===== config.mk =====
export PLATFORM = sky130hd
export DESIGN_NAME = scan_byte_to_pixel_unpacker
export DESIGN_NICKNAME = d
export VERILOG_FILES = /design/src/rtl/core/scbp_pkg.sv /design/src/rtl/core/scbp_cfg.sv /design/src/rtl/core/scbp_engine.sv /design/src/rtl/core/scbp_outreg.sv /design/src/rtl/core/scan_byte_to_pixel_unpacker.sv
export SDC_FILE = /design/constraint.sdc
export NUM_CORES = 1
export LEC_CHECK = 0
export BUFFER_PORTS_ARGS = -buffer_cell sky130_fd_sc_hd__buf_2
export CAP_MARGIN = 15
export CORE_MARGIN = 2
export CORE_UTILIZATION = 61
export CTS_CLUSTER_DIAMETER = 150
export DETAILED_ROUTE_END_ITERATION = 16
export PLACE_DENSITY = 0.82
export SYNTH_ARGS = -nofsm -noshare
export SYNTH_HDL_FRONTEND = slang
export SYNTH_SLANG_ARGS = --single-unit

===== constraint.sdc =====
create_clock -name clk_i -period 13.6 [get_ports clk_i]
set_input_delay 1.36 -clock clk_i [delete_from_list [all_inputs] [get_ports clk_i]]
set_output_delay 1.36 -clock clk_i [all_outputs]
set_load 0.01 [all_outputs]

===== src/rtl/core/scbp_pkg.sv =====
// Shared types and constants for the scan byte to pixel unpacker.
`default_nettype none

package scbp_pkg;

  // Widths of the fixed result fields and configuration ports
  localparam int unsigned PosOutW   = 16;
  localparam int unsigned PixelW    = 24;
  localparam int unsigned MaskW     = 3;
  localparam int unsigned CfgDataW  = 16;
  localparam int unsigned CfgIdxW   = 2;

  // Configuration register indexes
  localparam logic [CfgIdxW-1:0] CFG_FRAME_FORMAT = 2'd0;
  localparam logic [CfgIdxW-1:0] CFG_LINE_ART     = 2'd1;
  localparam logic [CfgIdxW-1:0] CFG_LINE_WIDTH   = 2'd2;
  localparam logic [CfgIdxW-1:0] CFG_LINE_COUNT   = 2'd3;

  // Lane masks
  localparam logic [MaskW-1:0] MASK_FULL  = 3'd7;
  localparam logic [MaskW-1:0] MASK_RED   = 3'd4;
  localparam logic [MaskW-1:0] MASK_GREEN = 3'd2;
  localparam logic [MaskW-1:0] MASK_BLUE  = 3'd1;

  // Frame formats; codes 5 to 7 are unused and drop the byte
  typedef enum logic [2:0] {
    FMT_GRAY  = 3'd0,
    FMT_RGB   = 3'd1,
    FMT_RED   = 3'd2,
    FMT_GREEN = 3'd3,
    FMT_BLUE  = 3'd4
  } fmt_e;

  typedef struct packed {
    fmt_e          frame_format;
    logic          line_art;
    logic [15:0]   line_width;
    logic [15:0]   line_count;
  } cfg_t;

  typedef struct packed {
    logic [PosOutW-1:0] column;
    logic [PosOutW-1:0] row;
    logic [PixelW-1:0]  pixel_value;
    logic [MaskW-1:0]   channel_mask;
    logic               last_of_run;
  } pix_t;

endpackage

`default_nettype wire


===== src/rtl/core/scbp_cfg.sv =====
// Configuration register file of the unpacker.
`default_nettype none

module scbp_cfg (
  input  logic                          clk_i,
  input  logic                          rst_ni,
  input  logic                          cfg_we_i,
  input  logic [scbp_pkg::CfgIdxW-1:0]  cfg_idx_i,
  input  logic [scbp_pkg::CfgDataW-1:0] cfg_data_i,
  output scbp_pkg::cfg_t                cfg_o
);
  import scbp_pkg::*;

  cfg_t cfg_q;

  // Register writes, one register per beat
  always_ff @(posedge clk_i or negedge rst_ni) begin
    if (!rst_ni) begin
      cfg_q.frame_format <= FMT_GRAY;
      cfg_q.line_art     <= 1'b0;
      cfg_q.line_width   <= 16'd1;
      cfg_q.line_count   <= 16'd1;
    end else if (cfg_we_i) begin
      unique case (cfg_idx_i)
        CFG_FRAME_FORMAT: cfg_q.frame_format <= fmt_e'(cfg_data_i[2:0]);
        CFG_LINE_ART:     cfg_q.line_art     <= cfg_data_i[0];
        CFG_LINE_WIDTH:   cfg_q.line_width   <= cfg_data_i[15:0];
        CFG_LINE_COUNT:   cfg_q.line_count   <= cfg_data_i[15:0];
        default:          cfg_q.line_art     <= cfg_q.line_art;
      endcase
    end
  end

  assign cfg_o = cfg_q;

endmodule

`default_nettype wire


===== src/rtl/core/scbp_engine.sv =====
// Input register, raster position, rgb carry and the per-pixel step logic.
`default_nettype none

module scbp_engine #(
  parameter int unsigned COORD_WIDTH = 16
) (
  input  logic           clk_i,
  input  logic           rst_ni,
  input  scbp_pkg::cfg_t cfg_i,
  input  logic           in_valid_i,
  output logic           in_stall_o,
  input  logic [7:0]     data_byte_i,
  input  logic           frame_start_i,
  input  logic           adv_i,
  output logic           wr_o,
  output scbp_pkg::pix_t pix_o
);
  import scbp_pkg::*;

  localparam int unsigned XW = ((COORD_WIDTH > 16) ? COORD_WIDTH : 16) + 1;
  localparam logic [COORD_WIDTH-1:0] COORD_MAX = '1;

  // Held byte and its progress through a line-art burst
  logic       item_vld_q;
  logic [7:0] byte_q;
  logic       fs_q;
  logic [2:0] bit_q;

  // Position and rgb carry
  logic [COORD_WIDTH-1:0] col_q, col_d, row_q, row_d;
  logic [7:0]             held0_q, held0_d, held1_q, held1_d;
  logic [1:0]             hcnt_q, hcnt_d;

  logic                   apply_fs, line_art_mode;
  logic [COORD_WIDTH-1:0] col_e, row_e, col_w, row_w, row_wi, row_ei, col_n, row_n;
  logic [7:0]             held0_e, held1_e;
  logic [1:0]             hcnt_e;
  logic [15:0]            eff_width;
  logic [XW-1:0]          col_ex, row_ex, row_wx, row_nx, col_wx, col_out_x, row_out_x;
  logic [XW-1:0]          width_x, count_x;
  logic                   blocked0, blocked1, wrap0, adv_wrap, nxt_blocked;
  logic                   want, wr, last, done, step_go, bitv;
  logic [PixelW-1:0]      val;
  logic [MaskW-1:0]       mask;

  // Frame start clears the state before the first pixel of its byte
  assign apply_fs = fs_q && (bit_q == 3'd0);
  assign col_e    = apply_fs ? '0 : col_q;
  assign row_e    = apply_fs ? '0 : row_q;
  assign held0_e  = apply_fs ? 8'd0 : held0_q;
  assign held1_e  = apply_fs ? 8'd0 : held1_q;
  assign hcnt_e   = apply_fs ? 2'd0 : hcnt_q;

  assign eff_width = (cfg_i.line_width == 16'd0) ? 16'd1 : cfg_i.line_width;
  assign width_x   = XW'(eff_width);
  assign count_x   = XW'(cfg_i.line_count);
  assign col_ex    = XW'(col_e);
  assign row_ex    = XW'(row_e);

  // Wrap before the write, row saturates at the top value
  assign row_ei   = (row_e == COORD_MAX) ? row_e : row_e + 1'b1;
  assign blocked0 = (row_ex >= count_x) || (row_e == COORD_MAX);
  assign wrap0    = col_ex >= width_x;
  assign col_w    = wrap0 ? '0 : col_e;
  assign row_w    = wrap0 ? row_ei : row_e;
  assign row_wx   = XW'(row_w);
  assign col_wx   = XW'(col_w);
  assign blocked1 = (row_wx >= count_x) || (row_w == COORD_MAX);

  // Advance after the write
  assign row_wi   = (row_w == COORD_MAX) ? row_w : row_w + 1'b1;
  assign adv_wrap = (col_w == COORD_MAX) || ((col_wx + 1'b1) >= width_x);

  assign line_art_mode = (cfg_i.frame_format == FMT_GRAY) && cfg_i.line_art;
  assign bitv          = byte_q[3'd7 - bit_q];

  // Pixel value, lanes and rgb carry by format
  always_comb begin
    want    = 1'b0;
    val     = '0;
    mask    = MASK_FULL;
    held0_d = held0_e;
    held1_d = held1_e;
    hcnt_d  = hcnt_e;
    unique case (cfg_i.frame_format)
      FMT_GRAY: begin
        want = 1'b1;
        val  = line_art_mode ? {{(PixelW-1){1'b0}}, ~bitv} : PixelW'(byte_q);
      end
      FMT_RGB: begin
        if (hcnt_e >= 2'd2) begin
          want   = 1'b1;
          val    = {held0_e, held1_e, byte_q};
          hcnt_d = 2'd0;
        end else begin
          if (hcnt_e[0]) begin
            held1_d = byte_q;
          end else begin
            held0_d = byte_q;
          end
          hcnt_d = hcnt_e + 2'd1;
        end
      end
      FMT_RED: begin
        want = 1'b1;
        val  = {byte_q, 16'd0};
        mask = MASK_RED;
      end
      FMT_GREEN: begin
        want = 1'b1;
        val  = {8'd0, byte_q, 8'd0};
        mask = MASK_GREEN;
      end
      FMT_BLUE: begin
        want = 1'b1;
        val  = {16'd0, byte_q};
        mask = MASK_BLUE;
      end
      default: want = 1'b0;
    endcase
  end

  // Next position
  always_comb begin
    col_n = col_e;
    row_n = row_e;
    if (want && !blocked0) begin
      if (blocked1) begin
        col_n = col_w;
        row_n = row_w;
      end else if (adv_wrap) begin
        col_n = '0;
        row_n = row_wi;
      end else begin
        col_n = col_w + 1'b1;
        row_n = row_w;
      end
    end
  end

  // A dropped pixel means every later pixel of the byte drops too
  assign wr          = want && !blocked1;
  assign row_nx      = XW'(row_n);
  assign nxt_blocked = (row_nx >= count_x) || (row_n == COORD_MAX);
  assign last        = !line_art_mode || (bit_q == 3'd7) || nxt_blocked;
  assign done        = !wr || last;

  assign step_go    = item_vld_q && adv_i;
  assign in_stall_o = item_vld_q && !(step_go && done);

  // Input register and bit counter
  always_ff @(posedge clk_i or negedge rst_ni) begin
    if (!rst_ni) begin
      item_vld_q <= 1'b0;
      bit_q      <= 3'd0;
    end else if (in_valid_i && !in_stall_o) begin
      item_vld_q <= 1'b1;
      bit_q      <= 3'd0;
    end else if (step_go) begin
      if (done) begin
        item_vld_q <= 1'b0;
      end else begin
        bit_q <= bit_q + 3'd1;
      end
    end
  end

  always_ff @(posedge clk_i) begin
    if (in_valid_i && !in_stall_o) begin
      byte_q <= data_byte_i;
      fs_q   <= frame_start_i;
    end
  end

  // Position and carry registers
  always_ff @(posedge clk_i or negedge rst_ni) begin
    if (!rst_ni) begin
      col_q   <= '0;
      row_q   <= '0;
      held0_q <= 8'd0;
      held1_q <= 8'd0;
      hcnt_q  <= 2'd0;
    end else if (step_go) begin
      col_q   <= col_n;
      row_q   <= row_n;
      held0_q <= held0_d;
      held1_q <= held1_d;
      hcnt_q  <= hcnt_d;
    end
  end

  // Result of this step
  assign col_out_x = col_wx;
  assign row_out_x = row_wx;
  assign wr_o      = step_go && wr;

  always_comb begin
    pix_o.column       = col_out_x[PosOutW-1:0];
    pix_o.row          = row_out_x[PosOutW-1:0];
    pix_o.pixel_value  = val;
    pix_o.channel_mask = mask;
    pix_o.last_of_run  = last;
  end

endmodule

`default_nettype wire


===== src/rtl/core/scbp_outreg.sv =====
// Result register between the step logic and the output channel.
`default_nettype none

module scbp_outreg (
  input  logic           clk_i,
  input  logic           rst_ni,
  input  logic           wr_i,
  input  scbp_pkg::pix_t pix_i,
  output logic           adv_o,
  output logic           out_valid_o,
  input  logic           out_stall_i,
  output scbp_pkg::pix_t pix_o
);
  import scbp_pkg::*;

  logic out_vld_q;
  pix_t pix_q;

  // Room for a new beat when empty or when the held beat leaves now
  assign adv_o = !out_vld_q || !out_stall_i;

  always_ff @(posedge clk_i or negedge rst_ni) begin
    if (!rst_ni) begin
      out_vld_q <= 1'b0;
    end else if (adv_o) begin
      out_vld_q <= wr_i;
    end
  end

  always_ff @(posedge clk_i) begin
    if (adv_o && wr_i) begin
      pix_q <= pix_i;
    end
  end

  assign out_valid_o = out_vld_q;
  assign pix_o       = pix_q;

endmodule

`default_nettype wire


===== src/rtl/core/scan_byte_to_pixel_unpacker.sv =====
// Top level of the scan byte to pixel unpacker.
//
//   channel | direction | handshake              | beat payload
//   --------+-----------+------------------------+----------------------------------------
//   input   | in        | in_valid_i/in_stall_o  | data_byte_i, frame_start_i
//   output  | out       | out_valid_o/out_stall_i| column_o, row_o, pixel_value_o,
//           |           |                        | channel_mask_o, last_of_run_o
//   config  | in        | cfg_we_i               | cfg_idx_i, cfg_data_i
//
// One byte per cycle in gray, rgb and plane formats while the output does not stall;
// a line-art byte holds the input register until its pixels, up to eight, are written.
// A byte is held in the input register and its result in the result register.
// Reset clears position, rgb carry and configuration to defaults.
// A stalled output holds the result register; the input stalls while the
// input register holds a byte whose last pixel cannot be handed on yet.
`default_nettype none

module scan_byte_to_pixel_unpacker #(
  parameter int unsigned COORD_WIDTH = 16
) (
  input  logic                          clk_i,
  input  logic                          rst_ni,
  input  logic                          cfg_we_i,
  input  logic [scbp_pkg::CfgIdxW-1:0]  cfg_idx_i,
  input  logic [scbp_pkg::CfgDataW-1:0] cfg_data_i,
  input  logic                          in_valid_i,
  output logic                          in_stall_o,
  input  logic [7:0]                    data_byte_i,
  input  logic                          frame_start_i,
  output logic                          out_valid_o,
  input  logic                          out_stall_i,
  output logic [15:0]                   column_o,
  output logic [15:0]                   row_o,
  output logic [23:0]                   pixel_value_o,
  output logic [2:0]                    channel_mask_o,
  output logic                          last_of_run_o
);
  import scbp_pkg::*;

  cfg_t cfg;
  pix_t pix_step, pix_out;
  logic wr, adv;

  scbp_cfg u_cfg (
    .clk_i      (clk_i),
    .rst_ni     (rst_ni),
    .cfg_we_i   (cfg_we_i),
    .cfg_idx_i  (cfg_idx_i),
    .cfg_data_i (cfg_data_i),
    .cfg_o      (cfg)
  );

  scbp_engine #(
    .COORD_WIDTH (COORD_WIDTH)
  ) u_engine (
    .clk_i         (clk_i),
    .rst_ni        (rst_ni),
    .cfg_i         (cfg),
    .in_valid_i    (in_valid_i),
    .in_stall_o    (in_stall_o),
    .data_byte_i   (data_byte_i),
    .frame_start_i (frame_start_i),
    .adv_i         (adv),
    .wr_o          (wr),
    .pix_o         (pix_step)
  );

  scbp_outreg u_outreg (
    .clk_i       (clk_i),
    .rst_ni      (rst_ni),
    .wr_i        (wr),
    .pix_i       (pix_step),
    .adv_o       (adv),
    .out_valid_o (out_valid_o),
    .out_stall_i (out_stall_i),
    .pix_o       (pix_out)
  );

  assign column_o       = pix_out.column;
  assign row_o          = pix_out.row;
  assign pixel_value_o  = pix_out.pixel_value;
  assign channel_mask_o = pix_out.channel_mask;
  assign last_of_run_o  = pix_out.last_of_run;

endmodule

`default_nettype wire


* Word-level counts from Yosys, hierarchy flattened
Cells that the tools add are included.
** Storage, ports and cells
- Flip-flop bits (word level) :: 160
- Input bits :: 32
- Output and inout port bits :: 62
- Word-level logic and storage cells :: 124
** Cells by class
- Add/subtract/negate cells :: 7
- $lt $le $gt $ge :: 7
- Equal/unequal tests :: 13
- Mux-type cells :: 38
- Bitwise logic cells :: 1
- Reductions and logical operators :: 39
** Operator list (count)
- two-way mux 16 bit :: 13
- case mux 24 bit (5 select lines) :: 1
- two-way mux 8 bit :: 9
- == test 16 bit, second input constant :: 4
- >= comparator 16 bit :: 4
- adder 16 x 1 -> 16 bit, second input constant :: 3
- two-way mux 24 bit :: 1
- adder 16 x 1 -> 17 bit, second input constant :: 1
- >= comparator 17 x 16 -> 1 bit :: 1
- zero test 16 bit :: 1
- AND reduction 2 bit :: 6
- logical AND 1 bit :: 10
- two-way mux 3 bit :: 3
- case mux 3 bit (3 select lines) :: 1
- zero test 1 bit :: 8
- logical OR 1 bit :: 8
- == test 3 x 2 -> 1 bit, second input constant :: 2
- == test 3 bit, second input constant :: 2
- zero test 3 bit :: 2
- two-way mux 2 bit :: 3
- two-way mux 1 bit :: 5
- == test 2 bit, second input constant :: 2
- less-than comparator 3 x 4 -> 1 bit, second input constant :: 1
- nonzero test 2 bit :: 2
- 12 further kinds :: 12

* Longest topological paths before layout
Gate-level depths: netlist (run 1).
- Depth in word-level cells :: 22
- Gate-level depth with buffers :: 48
- Mapped depth without buffers :: 41

* By module
From an unflattened synthesis (run 1), not the netlist that was laid out.
** Second synthesis, totals
- Cells, all modules :: 1061
- Area, all modules :: 10416.2 um2
** Modules (own cells, without submodules)
- scbp_engine :: instances 1, cells an instance 919, area an instance 7196.9 um2, seq. area each 1621.6 um2
- scbp_outreg :: instances 1, cells an instance 64, area an instance 1849.3 um2, seq. area each 1826.8 um2
- scbp_cfg :: instances 1, cells an instance 78, area an instance 1370.1 um2, seq. area each 903.4 um2

* Worst setup path before layout (run 1)
Ideal clock, no wire load.
- Path kind :: register to output
- Start point :: reg u_engine.bit_q[0]
- End point :: out in_stall_o
- Arrival time :: 9.647 ns
- Data required time :: 12.240 ns
- Path slack :: 2.593 ns
- Stages on the path, launching flop included :: 48
- Buffers on the path :: 8
- Cell sequence :: dfrtp_1 -> inv_1 -> ha_1 -> nand3b_1 -> buf_2 -> buf_2 -> clkbuf_1 -> clkbuf_1 -> clkbuf_1 -> nand2_1 -> ha_1 -> nand2b_1 -> a2111o_1 -> a311oi_4 -> buf_6 -> nand2_1 -> clkbuf_1 -> buf_1 -> (+12 left out) -> o21ai_2 -> a31oi_1 -> mux2_2 -> a21oi_1 -> inv_1 -> ha_1 -> a21o_1 -> a21o_1 -> a21o_1 -> a21o_1 -> a21o_1 -> a21o_1 -> a21o_1 -> a211oi_1 -> o21ai_0 -> a211oi_1 -> nand2_1 -> a21oi_1
** RTL lines
- start: declaration :: RTL line scbp_engine.sv:27 : logic [2:0] bit_q;
- start signal: assignment :: RTL line scbp_engine.sv:163 : bit_q <= bit_q + 3'd1;
- end: declaration :: RTL line scan_byte_to_pixel_unpacker.sv:27 : output logic in_stall_o,

==> results.json, run 1 <==
{
  "p_switching_uw": 490,
  "slew_headroom_pct": 15.4,
  "hpwl_mm": 19.7,
  "stdcell_count": 1342,
  "setup_slack_ps": 942,
  "hp-class": "reg -> reg",
  "drc": 0,
  "reg2reg_depth": 41,
  "ir_drop_mv": 0.0970,
  "layout-drive-gt1-share_pct": 17.5,
  "ant_nets": 0,
  "htreeDepth": 4,
  "cp.depth": 43,
  "synth-seq-cells": 160,
  "p_leak_uw": 0.00533,
  "die_width_um": 133,
  "start_util_pct": 61.8,
  "sequentialPowerShare_pct": 43.8,
  "wl_per_cell_um": 20.2,
  "startpoint": "u_engine.bit_q[0]",
  "crit_end": "in_stall_o",
  "path_clk_slew_ps": 70,
  "drt_wl_total_mm": 27.1,
  "cp.buffers_inverters": 4,
  "gr-total-overflow": 0,
  "hold_viol_final": 0,
  "synth_edf_count": 69,
  "critical_path_class": "reg -> out",
  "dp_slack_ps": 1710,
  "firstDrtPassIters": 8,
  "rsz0062_at_grt": "no",
  "antenna_found_initial": 0,
  "ios": 94,
  "synth_cell_types": 78,
  "area_growth_pct": 12.2,
  "reg2reg_slack_ps": 2390,
  "grt_pass1_wl_mm": 43.1,
  "dieArea_um2": 17700,
  "cts_resized": 0,
  "grtUsageTotal_pct": 31.1,
  "ys_seq_area_share_pct": 42.9,
  "critPathMaxStageDelay_ps": 770,
  "fin_tns_setup_ps": 0,
  "critPathTopFamily": "compound AO/OA/AOI/OAI gates",
  "cp.required_ps": 12240,
  "worst_path_most_repeated_cell": "a21o_1",
  "via_count": 8628,
  "status": "finished, final reports clean",
  "finalSetupViolations": 0,
  "endpoint_kind": "output pin",
  "cts_tree": "built",
  "syn_area_um2": 10100,
  "nets": 1227,
  "power_uw": 1470,
  "grt_pass1_vias": 8141,
  "gp_congestion": 0.986,
  "clk_latency_ps": 430,
  "async_flop_share_pct": 56.9,
  "fin_worst_skew_ps": 11.9,
  "synth_nets": 1142,
  "fp.coreArea_um2": 16400,
  "p_sw_share_pct": 33.3,
  "maxSlewViolCount": 0,
  "path_max_fanout": 29,
  "synthCells": 1024,
  "maxCapViolCount": 0,
  "die_h_um": 133,
  "start_kind": "flop",
  "syn_area_per_cell_um2": 9.90,
  "cts.sinks": 160,
  "synthFlopType": "dfrtp_1",
  "core.rowCount": 47,
  "postCtsHoldBufs": 0,
  "dp.cells": 1309,
  "p_int_uw": 983,
  "rr_startpoint": "u_engine.bit_q[0]",
  "worstPathArrival_ps": 11300,
  "max_freq_ghz": 0.0790,
  "whs_path_depth": 1,
  "hold_slack_ps": 503,
  "r2r-end": "u_engine.byte_q[0]",
  "grt_max_degree": 66,
  "antenna_cells": 0,
  "post_cts_buffers": 0,
  "via_per_inst": 6.43,
  "cts_buffers": 17,
  "cts_buffer_depth": 2,
  "ys_warn_count": 0,
  "port_buffers": 93,
  "fin_crit_sh_pct": 93.1,
  "combPwrFrac_pct": 24.6,
  "first_iter_violations": 965,
  "min_period_ps": 12660,
  "p_per_area_nw_per_um2": 129,
  "worst_pin_slew_ps": 1260,
  "cp_slowest_cell": "nand3b_1",
  "cts-root-buf": "clkbuf_16",
  "clockPowerShare_pct": 31.6
}
## logic make-up after synthesis
logic type | after synthesis | synth area share (%)
and+or+nand+nor | 336 | 16.5
buffers and inverters | 124 | 4.82
DFF | 160 | 42.9
xor gates and xnor gates | 33 | 3.29
adders and majority gates | 86 | 10.6
AOI/OAI and AO/OA | 238 | 16.4
muxes | 47 | 5.37
## cell usage in the layout (no fill, tap or decap), types with 29 or more instances in the layout
| cell | netlist | layout |
|---|---|---|
| a21oi_1 | 44 | 44 |
| a22o_1 | 34 | 34 |
| buf_2 | 4 | 92 |
| dfrtp_1 | 89 | 89 |
| edfxtp_1 | 69 | 69 |
| ha_1 | 86 | 86 |
| inv_1 | 89 | 89 |
| mux2_2 | 38 | 38 |
| nand2_1 | 105 | 105 |
| nand3_1 | 29 | 29 |
| nor2_1 | 65 | 64 |
| o21ai_0 | 58 | 58 |
## worst min-delay path by stage
stage | to | slack, ps | start
after floorplan | u_engine.hcnt_q[0] | 470 | u_engine.hcnt_q[0]
after CTS | u_engine.held0_q[6] | 500 | u_engine.held0_q[6]
after global routing | u_engine.held0_q[0] | 510 | u_engine.held0_q[0]
after global placement | u_engine.hcnt_q[0] | 480 | u_engine.hcnt_q[0]
after detailed placement | u_engine.held1_q[5] | 490 | u_engine.held1_q[5]
final | u_engine.held0_q[6] | 500 | u_engine.held0_q[6]
## final cells by class
cell class / count / area (um^2)
clock buffers: 19 / 433
clock inverters: 13 / 129
fillers: 1250 / 5030
inverters: 89 / 334
multi-input cells: 740 / 5310
flip-flops and latches: 160 / 4350
well taps: 220 / 275
repair buffers: 101 / 548
## registers in the layout (all words and copies together), names as in the netlist
name and count:
u_cfg.cfg_o 36, u_engine.bit_q 3, u_engine.byte_q 8, u_engine.col_q 16
u_engine.fs_q 1, u_engine.hcnt_q 2, u_engine.held0_q 8, u_engine.held1_q 8
u_engine.item_vld_q 1, u_engine.row_q 16, u_outreg.out_valid_o 1, u_outreg.pix_o 60
## cell usage after synthesis, types with 13 or more instances
master,instances,area share (%)
and2_1,21,1.3
edfxtp_1,69,20
nor4_1,13,0.80
mux2_2,38,4.2
a21oi_1,44,2.2
nand2_1,105,3.9
inv_1,89,3.3
nand3_1,29,1.4
a21o_1,15,1.1
nor3_1,22,1.1
clkbuf_1,27,1.0
dfrtp_1,89,22
a22o_1,34,2.9
a31oi_1,18,1.1
nor2_1,65,2.4
ha_1,86,11
nand4_1,20,1.2
o21ai_0,58,2.9
xnor2_1,21,1.8
## power groups by stage
stage | Clock (uW) | Combinational [uW] | Sequential [uW]
floorplan | 0 | 222 | 654
global placement | 0 | 341 | 649
detailed placement | 0 | 351 | 652
CTS | 468 | 355 | 643
global route | 488 | 399 | 652
finish | 465 | 363 | 644
## stage by stage
step                      util [%]  instance area [um^2]
final                         69.3                 11400
after global routing          69.3                 11400
after CTS                     69.2                 11300
after detailed placement      65.8                 10800
after global placement        65.8                 10800
after floorplan                  -                 10100
## worst register-to-register path: cells and delay by family (launching register included)
family | cells | cell delay, ps
AO/OA/AOI/OAI | 21 | 5390
AND/OR/NAND/NOR | 11 | 2950
XOR/XNOR | 1 | 150
buffers and inverters | 3 | 480
adder cells (fa/ha/maj) | 5 | 1380
flip-flops | 1 | 480
## metal layers
| layer | GRT usage (%) | vias to the layer above | share of wire [%] |
|---|---|---|---|
| li1 | - | 3943 | - |
| met1 | 42.9 | 4126 | 42 |
| met2 | 49.7 | 470 | 47 |
| met3 | 4.56 | 89 | 7.5 |
| met4 | 12.8 | 0 | 3.8 |
| met5 | 0 | - | 0 |
No activity file was read; power rests on OpenSTA's default activity.
==> run 2: changes to the inputs <==
--- a/config.mk
+++ b/config.mk
@@ -6,12 +6,12 @@
 export NUM_CORES = 1
 export LEC_CHECK = 0
 export BUFFER_PORTS_ARGS = -buffer_cell sky130_fd_sc_hd__buf_2
-export CAP_MARGIN = 15
 export CORE_MARGIN = 2
 export CORE_UTILIZATION = 61
 export CTS_CLUSTER_DIAMETER = 150
 export DETAILED_ROUTE_END_ITERATION = 16
 export PLACE_DENSITY = 0.82
+export REMOVE_ABC_BUFFERS = 1
 export SYNTH_ARGS = -nofsm -noshare
 export SYNTH_HDL_FRONTEND = slang
 export SYNTH_SLANG_ARGS = --single-unit
==> results.json, run 2 (synthesized netlist as in run 1, its figures left out) <==
{
  "cts_tree": "built",
  "dp.cells": 1310,
  "ir_drop_mv": 0.0827,
  "antenna_cells": 0,
  "p_int_uw": 969,
  "cp.buffers_inverters": 6,
  "area_growth_pct": 12.3,
  "maxSlewViolCount": 0,
  "gr-total-overflow": 0,
  "combPwrFrac_pct": 24.1,
  "worst_pin_slew_ps": 1180,
  "die_h_um": 133,
  "die_width_um": 133,
  "path_clk_slew_ps": 70,
  "first_iter_violations": 835,
  "layout-drive-gt1-share_pct": 17.7,
  "dieArea_um2": 17700,
  "status": "finished, final reports clean",
  "fin_util_pct": 69.4,
  "sequentialPowerShare_pct": 44.0,
  "start_util_pct": 61.8,
  "worstPathArrival_ps": 10910,
  "via_count": 8441,
  "p_per_area_nw_per_um2": 129,
  "cts-root-buf": "clkbuf_16",
  "fin_worst_skew_ps": 10.2,
  "path_max_fanout": 24,
  "firstDrtPassIters": 6,
  "hpwl_mm": 19.9,
  "cts_resized": 0,
  "clk_latency_ps": 430,
  "layout_common_cells": "105 x nand2_1, 92 x buf_2, 89 x inv_1, 89 x dfrtp_1, 86 x ha_1",
  "cp.required_ps": 12240,
  "postCtsHoldBufs": 0,
  "ios": 94,
  "stdcell_count": 1342,
  "maxCapViolCount": 0,
  "worst_path_most_repeated_cell": "a21o_1",
  "core.rowCount": 47,
  "largest_reg_flops": 60,
  "post_cts_buffers": 0,
  "nets": 1227,
  "grt_pass1_vias": 7703,
  "grtUsageTotal_pct": 30.6,
  "max_freq_ghz": 0.0815,
  "layout_commonest_cell": "nand2_1",
  "cts_buffers": 17,
  "drt_wl_total_mm": 26.2,
  "p_switching_uw": 498,
  "ant_nets": 0,
  "drc": 0,
  "finalSetupViolations": 0,
  "grt_max_degree": 60,
  "fin_crit_sh_pct": 90.2,
  "grt_pass1_wl_mm": 41.8,
  "start_kind": "flop",
  "antenna_found_initial": 0,
  "cp_slowest_cell": "nand3b_1",
  "port_buffers": 93,
  "cts_buffer_depth": 2,
  "htreeDepth": 4,
  "cts.sinks": 160,
  "hp-class": "reg -> reg",
  "hold_viol_final": 0,
  "critical_path_class": "reg -> out",
  "wl_per_cell_um": 19.5,
  "min_period_ps": 12270,
  "p_sw_share_pct": 34.0,
  "slew_headroom_pct": 21.1,
  "p_leak_uw": 0.00533,
  "gp_congestion": 0.984,
  "rsz0062_at_grt": "no",
  "via_per_inst": 6.29,
  "critPathMaxStageDelay_ps": 610,
  "clockPowerShare_pct": 31.9,
  "fp.coreArea_um2": 16400,
  "fin_tns_setup_ps": 0,
  "endpoint_kind": "output pin",
  "critPathTopFamily": "compound AO/OA/AOI/OAI gates"
}
==> run 2: final timing paths <==
kind / cells past startpoint / start / to / slack (ps)
min reg2reg: 1 / u_engine.held0_q[1] / u_engine.held0_q[1] / 510
max reg2reg: 41 / u_engine.bit_q[0] / u_engine.fs_q / 2820
max in group asynchronous: 2 / rst_ni / u_engine.row_q[1] / 11600
min: 1 / u_engine.held0_q[1] / u_engine.held0_q[1] / 510
max: 43 / u_engine.bit_q[0] / in_stall_o / 1330
min in group asynchronous: 1 / rst_ni / u_cfg.cfg_o[21] / 860
==> run 2: routing by layer <==
layer  track usage (%)  vias to the layer above  wire length (um)
met4              10.9                        0               788
met5                 0                        -                 0
li1                  -                     3937                 -
met1              44.0                     3981             11500
met3              7.32                       57              2500
met2              45.5                      466             11400
==> run 2: power by group through the flow <==
stage	Sequential [uW]	Clock [uW]	Combinational, uW
2_1_floorplan	656	0	213
3_3_place_gp	649	0	342
3_5_place_dp	652	0	350
4_1_cts	644	472	352
5_1_grt	653	494	394
6_report	645	469	354
==> run 2: worst reg2reg max path, delay by kind of cell (launching register included) <==
family                   cells  cell delay [ps]
AND/OR/NAND/NOR             11             2650
AO/OA/AOI/OAI               18             4600
buffers and inverters        5              850
XOR/XNOR                     1              140
adder cells (fa/ha/maj)      5             1330
flip-flops                   1              440
multiplexers                 1              380
==> run 2: cell type report <==
| class | instances | area (um^2) |
|---|---|---|
| clock buffer | 17 | 425 |
| clock inverter | 15 | 170 |
| fill | 1292 | 5020 |
| inverter | 89 | 334 |
| multi-input combinational | 740 | 5310 |
| sequential | 160 | 4350 |
| tap | 220 | 275 |
| timing repair buffer | 101 | 528 |
==> run 2: metrics by stage <==
step           setup slack (ps)  hold WS [ps]  total power [uW]  instance area [um^2]
4_1_cts                    1490           502              1470                 11400
3_3_place_gp               2350           482               991                 10800
3_5_place_dp               1980           486              1000                 10800
5_1_grt                     514           526              1540                 11400
6_report                   1330           506              1470                 11400
2_1_floorplan              2260           465               869                  9980
